`config.mk`:
```
export PLATFORM = sky130hd
export DESIGN_NAME = app_channel_transaction_fsm
export DESIGN_NICKNAME = d
export VERILOG_FILES = /design/src/rtl/core/acf_pkg.sv /design/src/rtl/core/acf_in_reg.sv /design/src/rtl/core/acf_step.sv /design/src/rtl/core/app_channel_transaction_fsm.sv
export SDC_FILE = /design/constraint.sdc
export NUM_CORES = 1
export LEC_CHECK = 0
export BUFFER_PORTS_ARGS = -buffer_cell sky130_fd_sc_hd__clkbuf_2
export CORE_MARGIN = 4
export CORE_UTILIZATION = 52
export DETAILED_ROUTE_END_ITERATION = 8
export PLACE_DENSITY = 0.76
export SETUP_SLACK_MARGIN = 0.1
export SLEW_MARGIN = 20
export SYNTH_ARGS = -nofsm -noshare
export SYNTH_HDL_FRONTEND = slang
export SYNTH_SLANG_ARGS = --single-unit
```
`constraint.sdc`:
```
create_clock -name clock -period 1.9 [get_ports clock]
set_clock_uncertainty 0.05 [all_clocks]
set_input_delay 0.095 -clock clock [delete_from_list [all_inputs] [get_ports clock]]
set_output_delay 0.095 -clock clock [all_outputs]
set_load 0.02 [all_outputs]
```
`src/rtl/core/acf_pkg.sv`:
```
`timescale 1ns / 1ps
// ----------------------------------------------------------------------------
// acf_pkg: shared types and codes of the application channel state machine
// Channel states, event opcodes, action, timer and status codes, and the
// function codes that steer a send.
// ----------------------------------------------------------------------------
package acf_pkg;

   // Field widths that do not vary
   localparam int OPCODE_W = 3;
   localparam int FUNC_W   = 8;
   localparam int LIMIT_W  = 8;
   localparam int ACTION_W = 3;
   localparam int TIMER_W  = 2;
   localparam int STATUS_W = 4;
   localparam int STATE_W  = 3;

   typedef enum logic [STATE_W-1:0] {
      ST_IDLE       = 3'd0,
      ST_SEND       = 3'd1,
      ST_SEND_CONF  = 3'd2,
      ST_SEND_EXP   = 3'd3,
      ST_SEND_CANC  = 3'd4,
      ST_WAIT_CONF  = 3'd5,
      ST_WAIT_FIRST = 3'd6,
      ST_WAIT_FINAL = 3'd7
   } chan_state_type;

   typedef enum logic [OPCODE_W-1:0] {
      OP_SEND     = 3'd0,
      OP_CANCEL   = 3'd1,
      OP_SEND_OK  = 3'd2,
      OP_SEND_ERR = 3'd3,
      OP_CONFIRM  = 3'd4,
      OP_RESPONSE = 3'd5,
      OP_TIMEOUT  = 3'd6,
      OP_SET_SEQ  = 3'd7
   } opcode_type;

   typedef enum logic [ACTION_W-1:0] {
      ACT_NONE    = 3'd0,
      ACT_QUEUE   = 3'd1,
      ACT_RESEND  = 3'd2,
      ACT_SUCCESS = 3'd3,
      ACT_FAIL    = 3'd4,
      ACT_FINAL   = 3'd5,
      ACT_PARTIAL = 3'd6
   } action_type;

   typedef enum logic [TIMER_W-1:0] {
      TMR_NONE   = 2'd0,
      TMR_START  = 2'd1,
      TMR_CANCEL = 2'd2
   } timer_type;

   typedef enum logic [STATUS_W-1:0] {
      STS_OK          = 4'd0,
      STS_INVALID     = 4'd1,
      STS_BAD_SEQ     = 4'd2,
      STS_BAD_FIR     = 4'd3,
      STS_UNEXP_CONF  = 4'd4,
      STS_MANUAL_CONF = 4'd5,
      STS_NO_REQ      = 4'd6,
      STS_CON_IGN     = 4'd7,
      STS_TIMEOUT     = 4'd8
   } status_type;

   // Application function codes
   localparam logic [FUNC_W-1:0] FC_CONFIRM     = 8'd0;
   localparam logic [FUNC_W-1:0] FC_DIR_OP_NACK = 8'd6;
   localparam logic [FUNC_W-1:0] FC_RESPONSE    = 8'd129;
   localparam logic [FUNC_W-1:0] FC_UNSOLICITED = 8'd130;

endpackage

```
`src/rtl/core/acf_in_reg.sv`:
```
`timescale 1ns / 1ps
// ----------------------------------------------------------------------------
// acf_in_reg: request input register
// Captures one request and holds it until the transition logic consumes it;
// refills in the same cycle that the held request advances.
// ----------------------------------------------------------------------------
module acf_in_reg #(
   parameter int SEQ_BITS = 4
) (
   input  logic                            clock,
   input  logic                            reset,
   input  logic                            req_valid,
   output logic                            req_ready,
   input  logic [acf_pkg::OPCODE_W-1:0]    req_opcode,
   input  logic [acf_pkg::FUNC_W-1:0]      req_function_code,
   input  logic                            req_fir_bit,
   input  logic                            req_fin_bit,
   input  logic                            req_con_bit,
   input  logic [SEQ_BITS-1:0]             req_seq_in,
   input  logic [acf_pkg::LIMIT_W-1:0]     req_retry_limit,
   input  logic                            advance,
   output logic                            hold_valid,
   output logic [acf_pkg::OPCODE_W-1:0]    hold_opcode,
   output logic [acf_pkg::FUNC_W-1:0]      hold_function_code,
   output logic                            hold_fir_bit,
   output logic                            hold_fin_bit,
   output logic                            hold_con_bit,
   output logic [SEQ_BITS-1:0]             hold_seq_in,
   output logic [acf_pkg::LIMIT_W-1:0]     hold_retry_limit
);
   import acf_pkg::*;

   logic                valid_ff, valid_in;
   logic [OPCODE_W-1:0] opcode_ff;
   logic [FUNC_W-1:0]   func_ff;
   logic                fir_ff, fin_ff, con_ff;
   logic [SEQ_BITS-1:0] seq_ff;
   logic [LIMIT_W-1:0]  limit_ff;
   logic                load;

   // Take a new request when empty or when the held one leaves this cycle
   assign req_ready = !valid_ff || advance;
   assign load      = req_valid && req_ready;
   assign valid_in  = load || (valid_ff && !advance);

   always_ff @(posedge clock) begin
      if (reset) begin
         valid_ff <= 1'b0;
      end else begin
         valid_ff <= valid_in;
      end
   end

   // Capture payload; no reset needed
   always_ff @(posedge clock) begin
      if (load) begin
         opcode_ff <= req_opcode;
         func_ff   <= req_function_code;
         fir_ff    <= req_fir_bit;
         fin_ff    <= req_fin_bit;
         con_ff    <= req_con_bit;
         seq_ff    <= req_seq_in;
         limit_ff  <= req_retry_limit;
      end
   end

   assign hold_valid         = valid_ff;
   assign hold_opcode        = opcode_ff;
   assign hold_function_code = func_ff;
   assign hold_fir_bit       = fir_ff;
   assign hold_fin_bit       = fin_ff;
   assign hold_con_bit       = con_ff;
   assign hold_seq_in        = seq_ff;
   assign hold_retry_limit   = limit_ff;

endmodule

```
`src/rtl/core/acf_step.sv`:
```
`timescale 1ns / 1ps
// ----------------------------------------------------------------------------
// acf_step: channel transition logic
// Given the held request and the current channel registers, works out the
// next state, the sequence and retry updates, and the result fields.
// ----------------------------------------------------------------------------
module acf_step #(
   parameter int SEQ_BITS   = 4,
   parameter int RETRY_BITS = 8
) (
   input  logic [acf_pkg::OPCODE_W-1:0]   opcode,
   input  logic [acf_pkg::FUNC_W-1:0]     function_code,
   input  logic                           fir_bit,
   input  logic                           fin_bit,
   input  logic                           con_bit,
   input  logic [SEQ_BITS-1:0]            seq_in,
   input  logic [acf_pkg::LIMIT_W-1:0]    retry_limit,
   input  acf_pkg::chan_state_type        state_cur,
   input  logic [SEQ_BITS-1:0]            seq_cur,
   input  logic                           seq_valid_cur,
   input  logic [RETRY_BITS-1:0]          retries_cur,
   output acf_pkg::chan_state_type        state_next,
   output logic [SEQ_BITS-1:0]            seq_next,
   output logic                           seq_valid_next,
   output logic [RETRY_BITS-1:0]          retries_next,
   output acf_pkg::action_type            action,
   output acf_pkg::timer_type             timer_cmd,
   output acf_pkg::status_type            status
);
   import acf_pkg::*;

   localparam int CMP_W = (RETRY_BITS > LIMIT_W) ? RETRY_BITS : LIMIT_W;
   localparam logic [CMP_W-1:0] RETRY_MAX = CMP_W'((64'd1 << RETRY_BITS) - 64'd1);

   opcode_type          op;
   logic                sending;
   logic                send_bump;
   logic [SEQ_BITS-1:0] seq_bumped;
   logic [SEQ_BITS-1:0] send_seq;
   logic                send_seq_valid;
   logic                is_resp_fc;
   logic                is_unsol_fc;
   logic                send_refused;
   logic [CMP_W-1:0]    limit_ext;
   logic [RETRY_BITS-1:0] retry_load;
   logic                seq_match;
   logic                expect_fir;
   logic                resp_ok;
   logic                have_retry;

   assign op      = opcode_type'(opcode);
   assign sending = (state_cur == ST_SEND) || (state_cur == ST_SEND_CONF) ||
                    (state_cur == ST_SEND_EXP);

   // Sequence advance: from unset it lands on zero
   assign seq_bumped = seq_valid_cur ? (seq_cur + SEQ_BITS'(1)) : '0;

   // A first-fragment response keeps the sequence; any other send advances it
   assign is_resp_fc     = (function_code == FC_RESPONSE);
   assign is_unsol_fc    = (function_code == FC_UNSOLICITED);
   assign send_bump      = !(fir_bit && is_resp_fc);
   assign send_seq       = send_bump ? seq_bumped : seq_cur;
   assign send_seq_valid = send_bump || seq_valid_cur;
   assign send_refused   = (function_code == FC_CONFIRM) ||
                           (is_resp_fc && !send_seq_valid);

   // Saturate the retry budget to the counter width
   assign limit_ext  = CMP_W'(retry_limit);
   assign retry_load = (limit_ext > RETRY_MAX) ? RETRY_BITS'(RETRY_MAX)
                                               : RETRY_BITS'(limit_ext);

   // Response and confirm checks
   assign seq_match  = seq_valid_cur && (seq_in == seq_cur);
   assign expect_fir = (state_cur == ST_WAIT_FIRST);
   assign resp_ok    = seq_match && (fir_bit == expect_fir);
   assign have_retry = (retries_cur != '0);

   // Next channel state
   always_comb begin
      state_next = state_cur;
      unique case (op)
         OP_SEND: begin
            if (state_cur == ST_IDLE && !send_refused) begin
               if (is_resp_fc || is_unsol_fc) begin
                  state_next = con_bit ? ST_SEND_CONF : ST_SEND;
               end else if (function_code == FC_DIR_OP_NACK) begin
                  state_next = ST_SEND;
               end else begin
                  state_next = ST_SEND_EXP;
               end
            end
         end
         OP_CANCEL: begin
            if (sending || state_cur == ST_SEND_CANC) begin
               state_next = ST_SEND_CANC;
            end else if (state_cur == ST_WAIT_CONF) begin
               state_next = ST_IDLE;
            end
         end
         OP_SEND_OK: begin
            unique case (state_cur)
               ST_SEND, ST_SEND_CANC: state_next = ST_IDLE;
               ST_SEND_CONF:          state_next = ST_WAIT_CONF;
               ST_SEND_EXP:           state_next = ST_WAIT_FIRST;
               default:               state_next = state_cur;
            endcase
         end
         OP_SEND_ERR: begin
            if (sending) begin
               state_next = have_retry ? state_cur : ST_IDLE;
            end else if (state_cur == ST_SEND_CANC) begin
               state_next = ST_IDLE;
            end
         end
         OP_CONFIRM: begin
            if (state_cur == ST_WAIT_CONF && seq_match) begin
               state_next = ST_IDLE;
            end
         end
         OP_RESPONSE: begin
            if ((state_cur == ST_WAIT_FIRST || state_cur == ST_WAIT_FINAL) && resp_ok) begin
               state_next = fin_bit ? ST_IDLE : ST_WAIT_FINAL;
            end
         end
         OP_TIMEOUT: begin
            if (state_cur == ST_WAIT_CONF) begin
               state_next = have_retry ? ST_SEND_CONF : ST_IDLE;
            end else if (state_cur == ST_WAIT_FIRST || state_cur == ST_WAIT_FINAL) begin
               state_next = have_retry ? ST_SEND_EXP : ST_IDLE;
            end
         end
         OP_SET_SEQ: begin
            state_next = state_cur;
         end
         default: begin
            state_next = state_cur;
         end
      endcase
   end

   // Result fields and register updates
   always_comb begin
      action         = ACT_NONE;
      timer_cmd      = TMR_NONE;
      status         = STS_OK;
      seq_next       = seq_cur;
      seq_valid_next = seq_valid_cur;
      retries_next   = retries_cur;
      unique case (op)
         OP_SEND: begin
            if (state_cur == ST_IDLE) begin
               seq_next       = send_seq;
               seq_valid_next = send_seq_valid;
               if (function_code == FC_CONFIRM) begin
                  status = STS_MANUAL_CONF;
                  action = ACT_FAIL;
               end else if (is_resp_fc && !send_seq_valid) begin
                  status = STS_NO_REQ;
                  action = ACT_FAIL;
               end else begin
                  action       = ACT_QUEUE;
                  retries_next = retry_load;
                  if (con_bit && !is_resp_fc && !is_unsol_fc) begin
                     status = STS_CON_IGN;
                  end
               end
            end else begin
               status = STS_INVALID;
            end
         end
         OP_CANCEL: begin
            if (state_cur == ST_WAIT_CONF) begin
               timer_cmd = TMR_CANCEL;
               action    = ACT_FAIL;
            end else if (!sending && state_cur != ST_SEND_CANC) begin
               status = STS_INVALID;
            end
         end
         OP_SEND_OK: begin
            unique case (state_cur)
               ST_SEND:                   action    = ACT_SUCCESS;
               ST_SEND_CANC:              action    = ACT_FAIL;
               ST_SEND_CONF, ST_SEND_EXP: timer_cmd = TMR_START;
               default:                   status    = STS_INVALID;
            endcase
         end
         OP_SEND_ERR: begin
            if (sending) begin
               if (have_retry) begin
                  retries_next = retries_cur - RETRY_BITS'(1);
                  action       = ACT_RESEND;
               end else begin
                  action = ACT_FAIL;
               end
            end else if (state_cur == ST_SEND_CANC) begin
               action = ACT_FAIL;
            end else begin
               status = STS_INVALID;
            end
         end
         OP_CONFIRM: begin
            if (state_cur != ST_WAIT_CONF) begin
               status = STS_INVALID;
            end else if (seq_match) begin
               timer_cmd = TMR_CANCEL;
               action    = ACT_SUCCESS;
            end else begin
               status = STS_UNEXP_CONF;
            end
         end
         OP_RESPONSE: begin
            if (state_cur == ST_WAIT_FIRST || state_cur == ST_WAIT_FINAL) begin
               if (!seq_match) begin
                  status = STS_BAD_SEQ;
               end else if (fir_bit != expect_fir) begin
                  status = STS_BAD_FIR;
               end else if (fin_bit) begin
                  timer_cmd = TMR_CANCEL;
                  action    = ACT_FINAL;
               end else begin
                  seq_next       = seq_bumped;
                  seq_valid_next = 1'b1;
                  timer_cmd      = TMR_START;
                  action         = ACT_PARTIAL;
               end
            end else begin
               status = STS_INVALID;
            end
         end
         OP_TIMEOUT: begin
            if (state_cur == ST_WAIT_CONF || state_cur == ST_WAIT_FIRST ||
                state_cur == ST_WAIT_FINAL) begin
               status = STS_TIMEOUT;
               if (have_retry) begin
                  retries_next = retries_cur - RETRY_BITS'(1);
                  action       = ACT_RESEND;
               end else begin
                  action = ACT_FAIL;
               end
            end else begin
               status = STS_INVALID;
            end
         end
         OP_SET_SEQ: begin
            seq_next       = seq_in;
            seq_valid_next = 1'b1;
         end
         default: begin
            status = STS_OK;
         end
      endcase
   end

endmodule

```
`src/rtl/core/app_channel_transaction_fsm.sv`:
```
`timescale 1ns / 1ps
// ----------------------------------------------------------------------------
// app_channel_transaction_fsm: application transaction channel
// Eight-state channel that takes send, cancel, link, confirm, response,
// timeout and set-sequence events and returns one result per event.
// ----------------------------------------------------------------------------
//  Channel    | Direction | Handshake           | Payload
//  -----------+-----------+---------------------+-------------------------------
//  req_       | in        | req_valid/req_ready | opcode, function code, fir, fin,
//             |           |                     | con, sequence, retry limit
//  rsp_       | out       | rsp_valid/rsp_ready | action, timer, sequence,
//             |           |                     | status, state
//
//  One request per cycle sustained while rsp_ready stays high; an accepted
//  request passes through the input register, then the transition logic into
//  the result register, where rsp_valid rises.
//  The channel registers update when the held request moves into the result
//  register, so each request sees the effect of the one before it.
//  A stalled result holds the input register; req_ready drops only when both
//  the input register and the result register are full.
//  Synchronous reset returns the channel to idle with the sequence unset.
// ----------------------------------------------------------------------------
module app_channel_transaction_fsm #(
   parameter int SEQ_BITS   = 4,
   parameter int RETRY_BITS = 8
) (
   input  logic                          clock,
   input  logic                          reset,
   input  logic                          req_valid,
   output logic                          req_ready,
   input  logic [acf_pkg::OPCODE_W-1:0]  req_opcode,
   input  logic [acf_pkg::FUNC_W-1:0]    req_function_code,
   input  logic                          req_fir_bit,
   input  logic                          req_fin_bit,
   input  logic                          req_con_bit,
   input  logic [SEQ_BITS-1:0]           req_seq_in,
   input  logic [acf_pkg::LIMIT_W-1:0]   req_retry_limit,
   output logic                          rsp_valid,
   input  logic                          rsp_ready,
   output logic [acf_pkg::ACTION_W-1:0]  rsp_action,
   output logic [acf_pkg::TIMER_W-1:0]   rsp_timer_cmd,
   output logic [SEQ_BITS-1:0]           rsp_seq_out,
   output logic [acf_pkg::STATUS_W-1:0]  rsp_status,
   output logic [acf_pkg::STATE_W-1:0]   rsp_state_out
);
   import acf_pkg::*;

   // Held request
   logic                hold_valid;
   logic [OPCODE_W-1:0] hold_opcode;
   logic [FUNC_W-1:0]   hold_function_code;
   logic                hold_fir_bit, hold_fin_bit, hold_con_bit;
   logic [SEQ_BITS-1:0] hold_seq_in;
   logic [LIMIT_W-1:0]  hold_retry_limit;
   logic                advance;

   // Channel registers
   chan_state_type        state_ff, state_in;
   logic [SEQ_BITS-1:0]   seq_ff, seq_in;
   logic                  seq_valid_ff, seq_valid_in;
   logic [RETRY_BITS-1:0] retries_ff, retries_in;

   // Result register
   logic                rsp_valid_ff, rsp_valid_in;
   action_type          action_ff, action_in;
   timer_type           timer_ff, timer_in;
   logic [SEQ_BITS-1:0] seq_out_ff;
   status_type          status_ff, status_in;
   chan_state_type      state_out_ff;

   // Move the held request forward when the result register is free
   assign advance = hold_valid && (!rsp_valid_ff || rsp_ready);

   acf_in_reg #(
      .SEQ_BITS (SEQ_BITS)
   ) u_in_reg (
      .clock              (clock),
      .reset              (reset),
      .req_valid          (req_valid),
      .req_ready          (req_ready),
      .req_opcode         (req_opcode),
      .req_function_code  (req_function_code),
      .req_fir_bit        (req_fir_bit),
      .req_fin_bit        (req_fin_bit),
      .req_con_bit        (req_con_bit),
      .req_seq_in         (req_seq_in),
      .req_retry_limit    (req_retry_limit),
      .advance            (advance),
      .hold_valid         (hold_valid),
      .hold_opcode        (hold_opcode),
      .hold_function_code (hold_function_code),
      .hold_fir_bit       (hold_fir_bit),
      .hold_fin_bit       (hold_fin_bit),
      .hold_con_bit       (hold_con_bit),
      .hold_seq_in        (hold_seq_in),
      .hold_retry_limit   (hold_retry_limit)
   );

   acf_step #(
      .SEQ_BITS   (SEQ_BITS),
      .RETRY_BITS (RETRY_BITS)
   ) u_step (
      .opcode         (hold_opcode),
      .function_code  (hold_function_code),
      .fir_bit        (hold_fir_bit),
      .fin_bit        (hold_fin_bit),
      .con_bit        (hold_con_bit),
      .seq_in         (hold_seq_in),
      .retry_limit    (hold_retry_limit),
      .state_cur      (state_ff),
      .seq_cur        (seq_ff),
      .seq_valid_cur  (seq_valid_ff),
      .retries_cur    (retries_ff),
      .state_next     (state_in),
      .seq_next       (seq_in),
      .seq_valid_next (seq_valid_in),
      .retries_next   (retries_in),
      .action         (action_in),
      .timer_cmd      (timer_in),
      .status         (status_in)
   );

   // Result valid: set on advance, drop when taken
   assign rsp_valid_in = advance || (rsp_valid_ff && !rsp_ready);

   // Update channel registers and result valid
   always_ff @(posedge clock) begin
      if (reset) begin
         state_ff     <= ST_IDLE;
         seq_ff       <= '0;
         seq_valid_ff <= 1'b0;
         retries_ff   <= '0;
         rsp_valid_ff <= 1'b0;
      end else begin
         rsp_valid_ff <= rsp_valid_in;
         if (advance) begin
            state_ff     <= state_in;
            seq_ff       <= seq_in;
            seq_valid_ff <= seq_valid_in;
            retries_ff   <= retries_in;
         end
      end
   end

   // Load result payload
   always_ff @(posedge clock) begin
      if (advance) begin
         action_ff    <= action_in;
         timer_ff     <= timer_in;
         status_ff    <= status_in;
         state_out_ff <= state_in;
         seq_out_ff   <= seq_valid_in ? seq_in : '0;
      end
   end

   assign rsp_valid     = rsp_valid_ff;
   assign rsp_action    = action_ff;
   assign rsp_timer_cmd = timer_ff;
   assign rsp_seq_out   = seq_out_ff;
   assign rsp_status    = status_ff;
   assign rsp_state_out = state_out_ff;

   // Channel registers move only with a request
   a_regs_hold : assert property (@(posedge clock) disable iff (reset)
      !advance |=> ($stable(state_ff) && $stable(seq_ff) &&
                    $stable(seq_valid_ff) && $stable(retries_ff)))
      else $error("channel registers changed without a request");

   // An unset sequence stays at zero
   a_unset_zero : assert property (@(posedge clock) disable iff (reset)
      !seq_valid_ff |-> (seq_ff == '0))
      else $error("unset sequence is not zero");

   // Every advanced request produces a result
   a_adv_result : assert property (@(posedge clock) disable iff (reset)
      advance |=> rsp_valid)
      else $error("request advanced without a result");

   // A final response always closes the channel
   a_final_idle : assert property (@(posedge clock) disable iff (reset)
      (rsp_valid && rsp_action == ACT_FINAL) |-> (rsp_state_out == ST_IDLE))
      else $error("final response left channel open");

   // Back-pressure only when both stages are full
   a_ready_low : assert property (@(posedge clock) disable iff (reset)
      !req_ready |-> (hold_valid && rsp_valid_ff))
      else $error("request refused with a free stage");

endmodule

```
==> results.tsv, run 1 <==
stage	metric	value	unit
layout	multi_input_area	1980	um^2
place	placed_area	4310	um^2
floorplanning	dieArea	7750	um^2
synthesis	avgSynthCellArea	9.57	um^2
setup_path	path_buf_inv	1	
sta	setup_viol	30	
routing	vias	4306	
setup_path	cpLargestDelayFamily	compound AO/OA/AOI/OAI gates	
layout	drive_above_1_share	48.5	%
floorplanning	core_area	6060	um^2
sta	finalCritPeriodShare	130	%
cts	clock_sinks	60	
worst_hold_path	hold_class	input pin to register	
place	globalplace.congestion	0.994	
routing	dr.first_iter.drc_count	575	
floorplanning	fp.dieW	88.0	um
synthesis	synth_ff_type	edfxtp_1	
cts	path_clk_slew	0.09	ns
synthesis	syn_area	3330	um^2
layout	area_growth	61.8	%
layout	final_area	5390	um^2
power_and_ir_drop	powerDensity	680	nW/um^2
sta	maxSlewViolCount	0	
setup_path	cp.required	2.05	ns
setup_path	crit_chain	buf_6, nor2b_1, a22oi_1, a31oi_1, or4_1, a31o_2, o21ba_1	
layout	fillers	229	
setup_path	start_kind	register	
cts	clkLatencyLatePin	0.36	ns
floorplanning	io_pins	48	
layout	n_antenna_cell	0	
cts	cts_buffers	9	
sta	tightest_slew	0.503	ns
sta	hold_viol_final	0	
layout	final_core_util	89.0	%
setup_path	critical_path.max_stage_delay	0.55	ns
global_route	antenna_found_initial	0	
cts	clk_path_buf_depth	2	
global_route	grt_pass1_vias	3781	
place	hpwl	6870	um
setup_path	critical_path_class	register to register	
setup_path	arrival	2.63	ns
synthesis	async_flop_share	0	%
setup_path	worstPathMaxFanout	7	
power_and_ir_drop	cellLeakagePower	2.17	nW
global_route	grt_pass1_wl	19300	um
routing	wire_per_inst	25.9	um
cts	cts_root_buffer	clkbuf_8	
routing	drtPass1Iterations	8	
layout	nets	557	
power_and_ir_drop	ir_drop	0.866	mV
synthesis	ys_types	62	
cts	cts_max_level	3	
global_route	grt.total_usage	32.9	%
routing	totalWireLength	15600	um
setup_path	end_kind	register	
sta	rsz0062_at_grt	yes	
floorplanning	die-height	88.0	um
routing	postRouteAntennaNets	0	
setup_path	cpMaxStageDelayCell	or4_1	
global_route	grt_overflow_total	0	
cts	tritoncts	done	
synthesis	synth_edf_count	42	
synthesis	yosysWarningCount	0	
place	io_buffers	47	
floorplanning	start_util	55.0	%
outcome	violations	negative setup slack	
sta	period_minus_slack	2.47	ns
sta	fin_ws	-0.575	ns
routing	drc	0	
routing	vias_per_cell	7.12	
outcome	outcome	finished with violations	
synthesis	syn_nets	380	
sta	max-slew-margin-rel	66.3	%
floorplanning	rows	28	
sta	fmax	404	MHz
global_route	grt_max_degree	27	
job	cap_violations	0	
synthesis	synth-seq-cells	60	
synthesis	syn_inst	348	
synthesis	yosysSeqAreaShare	48.7	%
layout	seq_area	1620	um^2
==> area by class of cell <==
type / count / share of cell area [%]
multi-input cells: 258 / 36.8
flip-flops and latches: 60 / 30.1
repair buffers: 186 / 26.6
clock buffers: 11 / 3.02
well taps: 75 / 1.74
clock inverters: 5 / 1.07
inverters: 10 / 0.696
==> cell families (layout without fill, tap and decap cells) <==
logic type | after synthesis | in the layout | synth area share [%]
buf+inv | 30 | 212 | 3.76
simple gates | 147 | 147 | 23.4
fa+ha+maj | 2 | 2 | 0.751
xor+xnor | 10 | 10 | 2.85
compound gates | 98 | 98 | 20.2
flops | 60 | 60 | 48.7
mux | 1 | 1 | 0.300
==> power breakdown <==
group          internal (mW)  leakage, nW  switching, mW
logic                  0.378         1.51          0.490
registers               1.47        0.553         0.0444
clock network          0.718        0.103          0.564
total                   2.57         2.17           1.10
==> worst min-delay path, cell delays in order <==
cell,delay [ns]
clkbuf_2,0.09
nor2b_1,0.08
nor2_1,0.09
nor2_1,0.05
==> state kept, by name, indices dropped and copies added (netlist names) <==
signal	count
retries_ff	8
rsp_action	3
rsp_seq_out	4
rsp_state_out	3
rsp_status	4
rsp_timer_cmd	2
rsp_valid	1
seq_ff	4
seq_valid_ff	1
state_ff	3
u_in_reg.hold_con_bit	1
u_in_reg.hold_fin_bit	1
u_in_reg.hold_fir_bit	1
u_in_reg.hold_function_code	8
u_in_reg.hold_opcode	3
u_in_reg.hold_retry_limit	8
u_in_reg.hold_seq_in	4
u_in_reg.hold_valid	1
==> synth_stat cells, drive strengths merged (3+ instances only) <==
cell type | number | area [um^2]
o21ai | 26 | 130
o22ai | 4 | 25.0
and3 | 5 | 31.3
nor4 | 5 | 37.5
a22oi | 4 | 30.0
edfxtp | 42 | 1260
or3 | 3 | 18.8
nor2b | 10 | 62.6
nor3b | 3 | 22.5
a222oi | 3 | 30.0
nand2 | 40 | 150
nand2b | 7 | 43.8
buf | 8 | 42.5
inv | 10 | 37.5
nand3 | 11 | 60.1
a211oi | 4 | 30.0
xnor2 | 8 | 77.6
a31o | 3 | 26.3
nor3 | 16 | 90.1
or4 | 3 | 26.3
dfxtp | 18 | 360
o32ai | 4 | 35.0
o21a | 3 | 22.5
clkbuf | 12 | 45.0
o31ai | 6 | 45.0
or2 | 3 | 18.8
nor2 | 26 | 97.6
a21oi | 18 | 93.8
o211ai | 9 | 67.6
and2 | 6 | 37.5
==> placed cells by master, fill, tap and decap left out, drive strengths merged, types with 3 or more instances in the layout <==
master / Yosys / routed
dlygate4sd3: 0 / 27
or4: 3 / 3
or3: 3 / 3
clkinvlp: 0 / 3
xnor2: 8 / 8
a211oi: 4 / 4
o21ai: 26 / 26
nor4: 5 / 5
a31o: 3 / 3
nor3: 16 / 16
a21oi: 18 / 18
o31ai: 6 / 6
nand2b: 7 / 7
nor2: 26 / 26
inv: 10 / 10
and3: 5 / 5
edfxtp: 42 / 42
buf: 8 / 111
or2: 3 / 3
a222oi: 3 / 3
dfxtp: 18 / 18
a22oi: 4 / 4
nor2b: 10 / 10
clkbuf: 12 / 59
nand3: 11 / 11
nor3b: 3 / 3
o32ai: 4 / 4
o22ai: 4 / 4
o211ai: 9 / 9
nand2: 40 / 40
and2: 6 / 6
o21a: 3 / 3
==> stage by stage <==
| stage | cells | setup TNS [ns] | power, mW | setup slack [ns] | hold slack (ns) |
|---|---|---|---|---|---|
| after detailed placement | 538 | -5.71 | 2.11 | -0.412 | 0.224 |
| after global placement | 538 | -4.73 | 2.10 | -0.339 | 0.221 |
| final | 605 | -10.17 | 3.67 | -0.575 | 0.0427 |
| after global routing | 605 | -11.24 | 3.76 | -0.683 | 0.0865 |
| after floorplan | 348 | -0.850 | 1.85 | -0.146 | 0.144 |
| after CTS | 593 | -4.93 | 3.45 | -0.323 | 0.00352 |
==> repair_timing <==
item,in CTS,in global routing
gates cloned,0,1
buffers inserted,15,14
endpoints found under the hold margin,27,0
resized for setup,44,45
setup endpoints to repair,30,31
hold buffers,27,0
pin swaps,25,23
==> layer usage <==
| metal | global-route usage (%) | vias up | share of wire [%] |
|---|---|---|---|
| li1 | - | 1670 | - |
| met1 | 37.9 | 1917 | 32 |
| met2 | 57.0 | 527 | 44 |
| met4 | 15.7 | 0 | 10 |
| met3 | 8.65 | 192 | 13 |
| met5 | 0 | - | 0 |
==> path summary, 6_finish.rpt <==
| kind | start | endpoint | slack [ns] | depth (start not counted) |
|---|---|---|---|---|
| max | u_in_reg.hold_opcode[1] | state_ff[1] | -0.57 | 7 |
| min | rsp_ready | rsp_valid | 0.04 | 4 |
| max reg2reg | u_in_reg.hold_opcode[1] | state_ff[1] | -0.57 | 7 |
| min reg2reg | retries_ff[6] | retries_ff[6] | 0.49 | 2 |
(Power assumes the default switching activity.)
==> inputs of run 2 (changes only) <==
--- a/config.mk
+++ b/config.mk
@@ -7,9 +7,9 @@
 export LEC_CHECK = 0
 export BUFFER_PORTS_ARGS = -buffer_cell sky130_fd_sc_hd__clkbuf_2
 export CORE_MARGIN = 4
-export CORE_UTILIZATION = 52
+export CORE_UTILIZATION = 57
 export DETAILED_ROUTE_END_ITERATION = 8
-export PLACE_DENSITY = 0.76
+export PLACE_DENSITY = 0.8
 export SETUP_SLACK_MARGIN = 0.1
 export SLEW_MARGIN = 20
 export SYNTH_ARGS = -nofsm -noshare
==> constraint.sdc (replaced) <==
create_clock -name clock -period 2.56 [get_ports clock]
set_clock_uncertainty 0.05 [all_clocks]
set_input_delay 0.128 -clock clock [delete_from_list [all_inputs] [get_ports clock]]
set_output_delay 0.128 -clock clock [all_outputs]
set_load 0.02 [all_outputs]
==> results.tsv, run 2 (synthesis gave the netlist of run 1 again) <==
stage	metric	value	unit
outcome	outcome	finished clean	
global_route	grt_pass1_vias	3021	
power_and_ir_drop	ir_drop	0.358	mV
worst_hold_path	hold_class	input pin to register	
sta	finalCritPeriodShare	92.4	%
setup_path	r2r_slack	0.19	ns
layout	nets	465	
floorplanning	dieArea	7130	um^2
power_and_ir_drop	powerDensity	528	nW/um^2
power_and_ir_drop	combPwrFrac	16.7	%
setup_path	cpMaxStageDelayCell	or4_4	
setup_path	cp.required	2.60	ns
sta	setup_viol	0	
sta	hold_viol_final	0	
routing	dr.first_iter.drc_count	285	
cts	clkLatencyLatePin	0.34	ns
power_and_ir_drop	cellLeakagePower	1.55	nW
power_and_ir_drop	share_seq_of_total_power	51.2	%
sta	max-slew-margin-rel	56.5	%
cts	clock_sinks	60	
sta	hold_ws	0.0492	ns
floorplanning	io_pins	48	
sta	fin_tns_setup	0	ns
setup_path	crit_chain	or4_4, nor4_4, nor2_1, o21a_2, nor3b_1, nor3_1	
global_route	met3_usage	5.30	%
global_route	antenna_found_initial	0	
sta	maxSlewViolCount	0	
global_route	use_met2	42.3	%
setup_path	path_buf_inv	0	
routing	drc	0	
cts	path_clk_slew	0.07	ns
layout	mostFrequentLayoutCells	47 x clkbuf_2, 42 x edfxtp_1, 40 x nand2_1	
setup_path	start_kind	register	
setup_path	critical_path.max_stage_delay	0.62	ns
sta	tightest_slew	0.652	ns
global_route	grt_pass1_wl	14400	um
place	io_buffers	47	
layout	n_antenna_cell	0	
cts	cts_root_buffer	clkbuf_8	
layout	drive_above_1_share	22.6	%
cts	cts_buffers	9	
floorplanning	fp.dieW	84.5	um
place	globalplace.congestion	0.973	
routing	postRouteAntennaNets	0	
cts	tritoncts	done	
global_route	grt.total_usage	25.2	%
setup_path	cpLargestDelayFamily	simple AND/OR/NAND/NOR gates	
global_route	grt-busiest-layer	met2	
sta	rsz0062_at_grt	no	
global_route	grt_max_degree	27	
layout	final_core_util	75.1	%
job	cap_violations	0	
setup_path	arrival	2.40	ns
power_and_ir_drop	p_int	1.59	mW
sta	fmax	423	MHz
global_route	met1_usage	32.0	%
cts	clk_path_buf_depth	2	
routing	wire_per_inst	16.9	um
floorplanning	rows	27	
power_and_ir_drop	swShare	28.0	%
routing	vias_per_cell	6.09	
floorplanning	core_area	5570	um^2
cts	cts_max_level	3	
routing	vias	3108	
global_route	grt_overflow_total	0	
floorplanning	start_util	59.8	%
routing	totalWireLength	8610	um
routing	drtPass1Iterations	5	
place	hpwl	5790	um
setup_path	worstPathMaxFanout	7	
layout	area_growth	25.7	%
sta	period_minus_slack	2.37	ns
setup_path	critical_path_class	register to register	
layout	final_common_cell	clkbuf_2	
floorplanning	die-height	84.5	um
setup_path	end_kind	register	
power_and_ir_drop	p_clk_share	32.2	%
power_and_ir_drop	switchingPower	0.619	mW
==> run 2: changes by cell type in the layout (fill, tap and decap cells not counted), sizes merged <==
| cell | delta |
|---|---|
| buf | -91 |
| clkinv | +3 |
| clkinvlp | -2 |
| bufinv | -1 |
| clkbuf | -1 |
==> run 2: what timing repair did <==
action / in CTS / in global routing
endpoints found under the hold margin: 27 / 0
setup endpoints to repair: 1 / 9
hold buffers: 27 / 0
gates resized for setup: 1 / 6
setup buffers: 0 / 0
==> run 2: worst paths after layout <==
kind                                        to  cells past startpoint                      startpoint
worst max register to register  rsp_seq_out[0]                      6  u_in_reg.hold_function_code[3]
worst min register to register   retries_ff[6]                      2                   retries_ff[6]
worst min-delay path                 rsp_valid                      4                       rsp_ready
worst max-delay path            rsp_seq_out[0]                      6  u_in_reg.hold_function_code[3]
==> run 2: layer usage <==
| layer | routed length [um] | vias to the layer above |
|---|---|---|
| met5 | 0 | - |
| met4 | 216 | 0 |
| met3 | 486 | 21 |
| met2 | 4260 | 129 |
| met1 | 3650 | 1477 |
| li1 | - | 1481 |
==> run 2: through the flow <==
step	instances	setup slack, ns	power [mW]	cell area, um^2
finish	510	0.195	2.21	4190
global placement	467	0.209	1.47	3720
floorplan	348	0.418	1.36	3330
global route	510	0.0920	2.31	4190
CTS	510	0.168	2.20	4160
detailed placement	467	0.138	1.48	3720
==> run 2: power by group through the flow <==
stage / Sequential, mW / Combinational, mW / Clock (mW)
floorplan: 1.15 / 0.207 / 0
global placement: 1.15 / 0.321 / 0
detailed placement: 1.15 / 0.325 / 0
CTS: 1.13 / 0.359 / 0.715
global route: 1.14 / 0.404 / 0.771
finish: 1.13 / 0.369 / 0.712
==> run 2: final cells by class <==
type / instances / area (um^2)
clock buffer: 11 / 131
multi-input combinational: 258 / 1620
tap: 72 / 90.1
sequential: 60 / 1620
timing repair buffer: 94 / 656
fill: 393 / 1390
clock inverter: 5 / 28.8
inverter: 10 / 37.5
==> run 2: worst min-delay path: cells and delay by family <==
| family | cells | cell delay, ns |
|---|---|---|
| buffers and inverters | 1 | 0.08 |
| and+or+nand+nor | 3 | 0.19 |
==> inputs of run 3 (changes only) <==
--- a/config.mk
+++ b/config.mk
@@ -9,7 +9,7 @@
 export CORE_MARGIN = 4
 export CORE_UTILIZATION = 57
 export DETAILED_ROUTE_END_ITERATION = 8
-export PLACE_DENSITY = 0.8
+export PLACE_DENSITY = 0.78
 export SETUP_SLACK_MARGIN = 0.1
 export SLEW_MARGIN = 20
 export SYNTH_ARGS = -nofsm -noshare
==> results.tsv, run 3 (synthesis gave the netlist of run 1 again) <==
stage	metric	value	unit
outcome	outcome	finished clean	
setup_path	critical_path.max_stage_delay	0.58	ns
layout	layoutNonFillerInstCount	515	
sta	max-slew-margin-rel	53.2	%
cts	clock_sinks	60	
setup_path	crit_chain	or4_4, buf_6, a2111oi_4, o21ai_1, o211ai_1, nor3_1, a31o_2	
layout	mostFrequentLayoutCells	47 x clkbuf_2, 42 x edfxtp_1, 40 x nand2_1	
setup_path	arrival	2.66	ns
layout	seq_area	1620	um^2
power_and_ir_drop	ir_drop	0.851	mV
setup_path	critical_path_class	register to register	
layout	n_antenna_cell	0	
setup_path	cpMaxStageDelayCell	or4_4	
cts	path_clk_slew	0.08	ns
cts	cts_buffers	9	
power_and_ir_drop	cellLeakagePower	1.62	nW
job	cap_violations	0	
sta	finalCritPeriodShare	96.4	%
global_route	grt.total_usage	27.9	%
floorplanning	die-height	84.5	um
routing	drc	0	
routing	postRouteAntennaNets	0	
setup_path	r2r_cells	7	
setup_path	start_kind	register	
worst_hold_path	hold_depth	4	
worst_hold_path	hp-start	rsp_ready	
setup_path	worstPathMaxFanout	5	
sta	setup_viol	0	
setup_path	end_kind	register	
setup_path	crit_start	u_in_reg.hold_function_code[6]	
setup_path	cp_num_cells	7	
layout	multi_input_area	1660	um^2
sta	hold_viol_final	0	
power_and_ir_drop	powerDensity	573	nW/um^2
place	globalplace.congestion	1.01	
sta	period_minus_slack	2.47	ns
layout	area_growth	30.6	%
sta	tightest_slew	0.701	ns
global_route	grt_pass1_wl	15700	um
place	io_buffers	47	
layout	nets	470	
sta	rsz0062_at_grt	no	
routing	wire_per_inst	19.2	um
setup_path	r2r_start	u_in_reg.hold_function_code[6]	
global_route	grt_overflow_total	0	
routing	drtPass1Iterations	7	
sta	maxSlewViolCount	0	
place	placed_area	3760	um^2
global_route	grt_max_degree	27	
layout	drive_above_1_share	26.0	%
floorplanning	start_util	59.8	%
floorplanning	rows	27	
layout	final_area	4350	um^2
layout	final_common_cell	clkbuf_2	
floorplanning	io_pins	48	
global_route	grt_pass1_vias	3129	
floorplanning	fp.dieW	84.5	um
cts	tritoncts	done	
global_route	antenna_found_initial	0	
routing	totalWireLength	9910	um
routing	vias	3298	
worst_hold_path	hold_class	input pin to register	
floorplanning	core_area	5570	um^2
place	dp_cells	469	
setup_path	path_buf_inv	1	
sta	fmax	405	MHz
routing	vias_per_cell	6.40	
layout	final_core_util	78.0	%
floorplanning	dieArea	7130	um^2
routing	dr.first_iter.drc_count	390	
place	hpwl	5810	um
power_and_ir_drop	finalPower	2.49	mW
cts	clkLatencyLatePin	0.35	ns
setup_path	cp.required	2.75	ns
cts	clk_path_buf_depth	2	
sta	fin_tns_setup	0	ns
cts	cts_max_level	3	
setup_path	cpLargestDelayFamily	compound AO/OA/AOI/OAI gates	
layout	fillers	374	
cts	cts_root_buffer	clkbuf_8	
==> run 3: path summary, 6_finish.rpt <==
check / endpoint / slack [ns]
worst max-delay path: retries_ff[3] / 0.09
worst min-delay path: rsp_valid / 0.06
worst max register to register: retries_ff[3] / 0.09
worst min register to register: retries_ff[6] / 0.47
==> run 3: power by group <==
| part | switching (mW) | internal [mW] | leakage (nW) |
|---|---|---|---|
| Clock | 0.408 | 0.552 | 0.110 |
| Sequential | 0.0455 | 1.09 | 0.552 |
| Combinational | 0.227 | 0.168 | 0.963 |
| Total | 0.681 | 1.81 | 1.62 |
==> run 3: stage by stage <==
| stage | setup WS, ns | hold slack, ns |
|---|---|---|
| floorplan | 0.418 | 0.177 |
| global placement | 0.156 | 0.254 |
| detailed placement | 0.108 | 0.257 |
| CTS | 0.146 | 0.0375 |
| global route | 0.0578 | 0.0810 |
| finish | 0.0927 | 0.0556 |
==> run 3: area by class of cell <==
| cell class | instances | share of cell area (%) |
|---|---|---|
| repair buffers | 99 | 16.6 |
| clock inverters | 7 | 2.27 |
| flip-flops and latches | 60 | 37.3 |
| well taps | 72 | 2.07 |
| multi-input cells | 258 | 38.1 |
| inverters | 10 | 0.863 |
| clock buffers | 9 | 2.85 |
==> run 3: timing repair <==
action,in CTS,in global routing
cloned,0,0
buffers inserted,0,3
endpoints found under the setup margin,1,14
pin swaps,0,5
gates resized for setup,1,14
endpoints found under the hold margin,27,0
hold buffers,27,0
==> run 3: metal layers <==
metal  global-route usage (%)  vias up  routed length [um]  share of wire, %
met1                     35.4     1553                3830                39
met4                     11.8        0                 457               4.6
li1                         -     1492                   -                 -
met3                     5.89       48                 721               7.3
met5                        0        -                   0                 0
met2                     46.6      205                4900                49
==> run 3: worst register-to-register path: stages (launching register included) <==
cell and delay, ns:
edfxtp_1 0.38, or4_4 0.58, buf_6 0.16, a2111oi_4 0.40
o21ai_1 0.18, o211ai_1 0.26, nor3_1 0.12, a31o_2 0.23
